`src/rtl/core/repc_pkg.sv`:
```
`timescale 1ns / 1ps
package repc_pkg;
    localparam int MAX_POSITIONS  = 512;
    localparam int QUALITY_LEVELS = 64;
    localparam int COUNT_WIDTH    = 32;
    localparam int BASE_CODES     = 5;
    localparam int PAIR_CODES     = BASE_CODES * BASE_CODES;
    localparam int POS_W          = $clog2(MAX_POSITIONS + 1);
    localparam int PIDX_W         = $clog2(MAX_POSITIONS);
    localparam int QUAL_W         = $clog2(QUALITY_LEVELS);

    localparam int TOT_DEPTH  = 2 * MAX_POSITIONS;
    localparam int QUAL_DEPTH = 2 * MAX_POSITIONS * QUALITY_LEVELS;
    localparam int SUB_DEPTH  = 2 * PAIR_CODES;
    localparam int PSUB_DEPTH = 2 * MAX_POSITIONS * PAIR_CODES;
    localparam int TOT_AW  = $clog2(TOT_DEPTH);
    localparam int QUAL_AW = $clog2(QUAL_DEPTH);
    localparam int SUB_AW  = $clog2(SUB_DEPTH);
    localparam int PSUB_AW = $clog2(PSUB_DEPTH);
    // longest memory sets the clear sweep
    localparam int CLR_DEPTH = QUAL_DEPTH;
    localparam int CLR_W     = $clog2(CLR_DEPTH + 1);

    localparam logic [2:0] KIND_TOTAL = 3'd0;
    localparam logic [2:0] KIND_ERROR = 3'd1;
    localparam logic [2:0] KIND_CQUAL = 3'd2;
    localparam logic [2:0] KIND_EQUAL = 3'd3;
    localparam logic [2:0] KIND_SUB   = 3'd4;
    localparam logic [2:0] KIND_PSUB  = 3'd5;

    typedef enum logic [2:0] {
        ST_CLEAR, ST_IDLE, ST_READ, ST_MODIFY, ST_WRITE, ST_OUT
    } t_state;

    typedef struct packed {
        logic clear;     // write zero at sweep address
        logic capture;   // latch request, issue reads
        logic write;     // write back bumped counters
        logic load_out;  // latch read result
    } t_cmd;

    typedef struct packed {
        logic clear_done;
        logic is_read;
    } t_status;
endpackage

```
`src/rtl/core/repc_ctrl.sv`:
```
`timescale 1ns / 1ps
module repc_ctrl import repc_pkg::*; (
    input  logic    i_clk,
    input  logic    i_rst_n,
    input  logic    i_in_valid,
    input  logic    i_out_ready,
    input  t_status i_status,
    output t_cmd    o_cmd,
    output logic    o_in_ready,
    output logic    o_out_valid
);
    t_state r_state, n_state;

    always_ff @(posedge i_clk) begin
        if (!i_rst_n) begin
            r_state <= ST_CLEAR;
        end else begin
            r_state <= n_state;
        end
    end

    always_comb begin
        n_state = r_state;
        case (r_state)
            ST_CLEAR:  if (i_status.clear_done) n_state = ST_IDLE;
            ST_IDLE:   if (i_in_valid) n_state = ST_READ;
            ST_READ:   n_state = ST_MODIFY;
            ST_MODIFY: n_state = i_status.is_read ? ST_OUT : ST_WRITE;
            ST_WRITE:  n_state = ST_IDLE;
            ST_OUT:    if (i_out_ready) n_state = ST_IDLE;
            default:   n_state = ST_IDLE;
        endcase
    end

    always_comb begin
        o_cmd       = '0;
        o_in_ready  = 1'b0;
        o_out_valid = 1'b0;
        case (r_state)
            ST_CLEAR:  o_cmd.clear = 1'b1;
            ST_IDLE: begin
                o_in_ready  = 1'b1;
                o_cmd.capture = i_in_valid;
            end
            ST_MODIFY: o_cmd.load_out = i_status.is_read;
            ST_WRITE:  o_cmd.write = 1'b1;
            ST_OUT:    o_out_valid = 1'b1;
            default:   ;
        endcase
    end

    a_no_ready_in_clear: assert property (@(posedge i_clk) disable iff (!i_rst_n)
        (r_state == ST_CLEAR) |-> !o_in_ready) else $error("ready during clear");
    a_out_holds: assert property (@(posedge i_clk) disable iff (!i_rst_n)
        (o_out_valid && !i_out_ready) |=> o_out_valid) else $error("result dropped");
    a_write_not_read: assert property (@(posedge i_clk) disable iff (!i_rst_n)
        o_cmd.write |-> !i_status.is_read) else $error("write on read request");
endmodule

```
`config.mk`:
```
export PLATFORM = sky130hd
export DESIGN_NAME = repc_ctrl
export DESIGN_NICKNAME = d
export VERILOG_FILES = /design/src/rtl/core/repc_pkg.sv /design/src/rtl/core/repc_ctrl.sv
export SDC_FILE = /design/constraint.sdc
export NUM_CORES = 1
export LEC_CHECK = 0
export BUFFER_PORTS_ARGS = -buffer_cell sky130_fd_sc_hd__buf_2
export CAP_MARGIN = 20
export CORE_AREA = 2 2 39 41
export DETAILED_ROUTE_END_ITERATION = 10
export DIE_AREA = 0 0 41 43
export GPL_ROUTABILITY_DRIVEN = 1
export GPL_TIMING_DRIVEN = 0
export PLACE_DENSITY_LB_ADDON = 0.12
export SETUP_SLACK_MARGIN = 0.1
export SLEW_MARGIN = 20
export SYNTH_ARGS = -nofsm -noshare
export SYNTH_HDL_FRONTEND = slang
export SYNTH_SLANG_ARGS = --single-unit
```
`constraint.sdc`:
```
create_clock -name i_clk -period 1.16 [get_ports i_clk]
set_input_delay 0.058 -clock i_clk [delete_from_list [all_inputs] [get_ports i_clk]]
set_output_delay 0.058 -clock i_clk [all_outputs]
set_load 0.05 [all_outputs]
```
==> Yosys cells after proc, flatten, opt, wreduce, memory -nomap -nowiden <==
Index checks and enable logic that the tools add are counted.
{ "classes": {"n_eq_ne": 8, "muxes": 11, "reduce_logical": 2} }
{ "op_table": {"columns": ["op", "n"], "rows": [
  ["3-bit one-hot mux with 5 select lines", 1],
  ["3-bit two-way mux", 3],
  ["1-bit two-way mux", 7],
  ["3-bit by 2-bit equality test with 1-bit output, second input constant", 2],
  ["3-bit equality test, second input constant", 2],
  ["2-bit inequality test, second input constant", 3],
  ["3-bit by 1-bit equality test with 1-bit output, second input constant", 1],
  ["3-bit logical NOT", 1],
  ["3-bit AND reduction", 1]
]} }
{ "totals": {"register_bits": 3, "input_bits": 6, "out_inout_bits": 6, "wordCells": 22} }

==> Depth between registers and ports, before layout <==
{ "logic_depth": {"word_depth": 3, "ltp_mapped": 3, "depth_no_buf": 3} }

==> Worst setup path after synthesis <==
Ideal clock, no wire load.
{ "synth_path": {"kind": "register -> output", "start": "register r_state[0]", "end": "output port o_cmd[2] (netlist name)", "arrival_time_ns": 2.155, "required_ns": 1.102, "setup_slack_ns": -1.053, "stages_incl_launch_ff": 4, "n_path_buf": 0, "path_cell_list": "dfxtp_1 > inv_1 > nor3_1 > and2_1"} }
{ "synth_rtl": {"columns": ["item", "line_no", "source"], "rows": [
  ["from (decl)", "repc_ctrl.sv:12", "t_state r_state, n_state;"],
  ["from (signal assigned)", "repc_ctrl.sv:18", "r_state <= n_state;"],
  ["to (decl)", "repc_ctrl.sv:8", "output t_cmd o_cmd,"]
]} }

==> impl_metrics.toml <==
[sta]
min_period_over_period_pct = 98.3
max-slew-margin-rel_pct = 83.7
fin_skew_ns = 0.00202
whs_ns = 0.0862
rsz0062_at_grt = "true"
setup_violations = 0
slew_violations = 0
max_freq_ghz = 0.877
finalHoldViolations = 0
layout_min_cycle_time_ns = 1.14
worst_pin_slew_ns = 0.247
worst_slack_ns = 0.0202

[synthesis]
synth_compound_area_share_pct = 5.80
synthMuxAreaShare_pct = 5.80
synth_top_area_cell = "dfxtp_1"
synth-xor-area-share_pct = 0
synth_seq_area_share_pct = 34.8
ys_types = 13
synth-simple-area-share_pct = 51.4
ys_ff_latch = 3
synth_fa_ha_area_share_pct = 0
synth_common_cells = "and3_1, dfxtp_1, nor2b_1"
synth_area_um2 = 173
synth_top_flop_cell = "dfxtp_1"
ys_top_cells_by_area = "dfxtp_1, and3_1, nor2b_1"
synth_nets = 28
syn_inst = 22
synth-warning-count = 0
synth_top_family_by_area = "simple AND/OR/NAND/NOR gates"
synth_edf_count = 0
syn_avg_cell_area_um2 = 7.85
synth_top_cell_area_share_pct = 34.8
synthArstFlopShare_pct = 0

[clock_network]
clock_sinks = 3
cts_buffers = 3
clk_transition_reported_paths_ns = 0.04
cts_tree = "done"
clockBufferDepth = 2
clk_latency_ns = 0.23
h-tree-depth = 1
cts_hold_buf = 0
clockRootBuffer = "clkbuf_4"

[global_route]
grt.total_usage_pct = 8.62
grt_max_degree = 8
antenna_found_initial = 0
grt_pass1_vias = 223
grt.overflow.total = 0
grt_pass1_wl_um = 959

[min_path]
min_to = "r_state[2]"
hold_path.class = "input port to register"
hold_start = "i_rst_n"
holdPathStages = 2

[pwr]
p_total_mw = 0.462
p_sw_mw = 0.152
p_seq_share_pct = 27.1
intPower_mw = 0.309
netSwitchingFraction_pct = 33.0
combPwrFrac_pct = 33.5
clockPowerShare_pct = 39.4
vdd_drop_max_v = 0.000237
p_leak_nw = 0.173
powerDensity_nw_per_um2 = 1200

[layout]
n_antenna_cell = 0
area.growth.synth_to_final_pct = 123
nets = 47
reg_top3 = "r_state (3)"
regArea_um2 = 71.3
largest_register_ffs = 3
multi_input_area_um2 = 148
drive_gt1_share_pct = 70.0
fin_util_pct = 27.8
fin_cells = 56
top_register = "r_state"
fillers = 166

[setup_path]
critPathLaunchType = "register"
cp_slowest_cell = "dfxtp_4"
slowest_delay_ns = 0.38
rr_worst_depth = 2
worstPathRequired_ns = 1.10
path_cells = "nor2b_4 > and3_4 > buf_8"
critical_path.max_fanout = 6
rrSetupSlack_ns = 0.03
crit_buf_inv = 1
crit_path_end_kind = "primary output"
worst_r2r_endpoint = "r_state[0]"
crit_family = "flip-flops"
crit_type = "register to primary output"
crit_arrival_ns = 1.08
crit-reg2reg-launch = "r_state[2]"

[routing]
wirelength_um = 581
drt_pre_antenna_iters = 2
drt_iter0_markers = 2
route.vias.total = 222
drc_errors = 0
viasPerCell = 3.96
ant_nets = 0
wl_per_cell_um = 10.4

[die]
row_count = 14
die_height_um = 43
coreArea_um2 = 1380
io-pin-count = 12
die_area_um2 = 1760
dieWidth_um = 41
initial_core_util_pct = 12.5

[placed_design]
dp_hpwl_um = 357
routabilityCongestion = 0.726
pre_cts_ws_ns = 0.0386
placedCellCount = 49
io_buffer_count = 11

[flow_run]
cap_violations = 0

[run_status]
status = "completed"
-- stage by stage --
stage / area, um^2 / setup TNS, ns
final: 385 / 0
after global routing: 385 / -0.0669
after CTS: 347 / 0
after detailed placement: 273 / 0
after global placement: 273 / 0
after floorplan: 198 / -0.233
-- cell usage in the layout (no fill, tap or decap) --
| cell | netlist | layout |
|---|---|---|
| buf_8 | 0 | 2 |
| nor3b_2 | 0 | 1 |
| buf_2 | 0 | 6 |
| inv_2 | 0 | 1 |
| nor3_4 | 0 | 1 |
| nor2b_1 | 3 | 1 |
| or4_1 | 1 | 1 |
| nor2b_2 | 0 | 1 |
| o21ai_1 | 1 | 1 |
| nor3_2 | 0 | 1 |
| nand2b_1 | 2 | 2 |
| and3_4 | 0 | 1 |
| nor2_1 | 2 | 2 |
| and2_4 | 0 | 1 |
| o21ai_0 | 1 | 1 |
| and3_1 | 3 | 2 |
| clkbuf_1 | 0 | 1 |
| buf_4 | 0 | 3 |
| dfxtp_4 | 0 | 3 |
| mux2i_1 | 1 | 1 |
| nor2b_4 | 0 | 1 |
| clkbuf_4 | 0 | 3 |
| buf_6 | 0 | 3 |
-- routing by layer --
layer | global-route usage (%) | wire length (um) | vias up
met5 | 0 | 0 | -
met4 | 8.00 | 0 | 0
met3 | 2.09 | 37 | 0
met2 | 11.3 | 306 | 7
met1 | 10.9 | 237 | 101
li1 | - | - | 114
-- worst max-delay path by stage --
stage | slack [ns] | end | startpoint | depth (start not counted)
floorplan | -0.1 | o_cmd[2] | r_state[0] | 3
global placement | 0.05 | r_state[0] | r_state[2] | 2
detailed placement | 0.04 | r_state[0] | r_state[2] | 2
CTS | 0.007 | o_cmd[2] | r_state[1] | 3
global route | -0.02 | o_cmd[2] | r_state[0] | 4
finish | 0.02 | o_cmd[0] | r_state[0] | 3
-- area by class of cell --
| cell class | instances | share of cell area [%] |
|---|---|---|
| multi-input combinational | 18 | 38.3 |
| timing repair buffer | 14 | 30.2 |
| sequential | 3 | 18.5 |
| clock buffer | 4 | 6.82 |
| tap | 16 | 5.19 |
| inverter | 1 | 0.974 |
-- power groups by stage --
stage	Clock [mW]	Combinational, mW	Sequential [mW]
2_1_floorplan	0	0.0885	0.126
3_3_place_gp	0	0.113	0.131
3_5_place_dp	0	0.113	0.131
4_1_cts	0.193	0.139	0.126
5_1_grt	0.198	0.165	0.127
6_report	0.182	0.154	0.125
-- what timing repair did --
item,in CTS,in global routing
setup buffers,2,1
endpoints found under the setup margin,7,8
gates resized for setup,13,10
pin swaps,1,3
gates cloned,0,0
-- cells by family after synthesis --
kind of cell | count (synthesis)
buffers and inverters | 1
AND/OR/NAND/NOR | 15
flip-flops | 3
AO/OA/AOI/OAI | 2
multiplexers | 1
(Power assumes the default switching activity.)
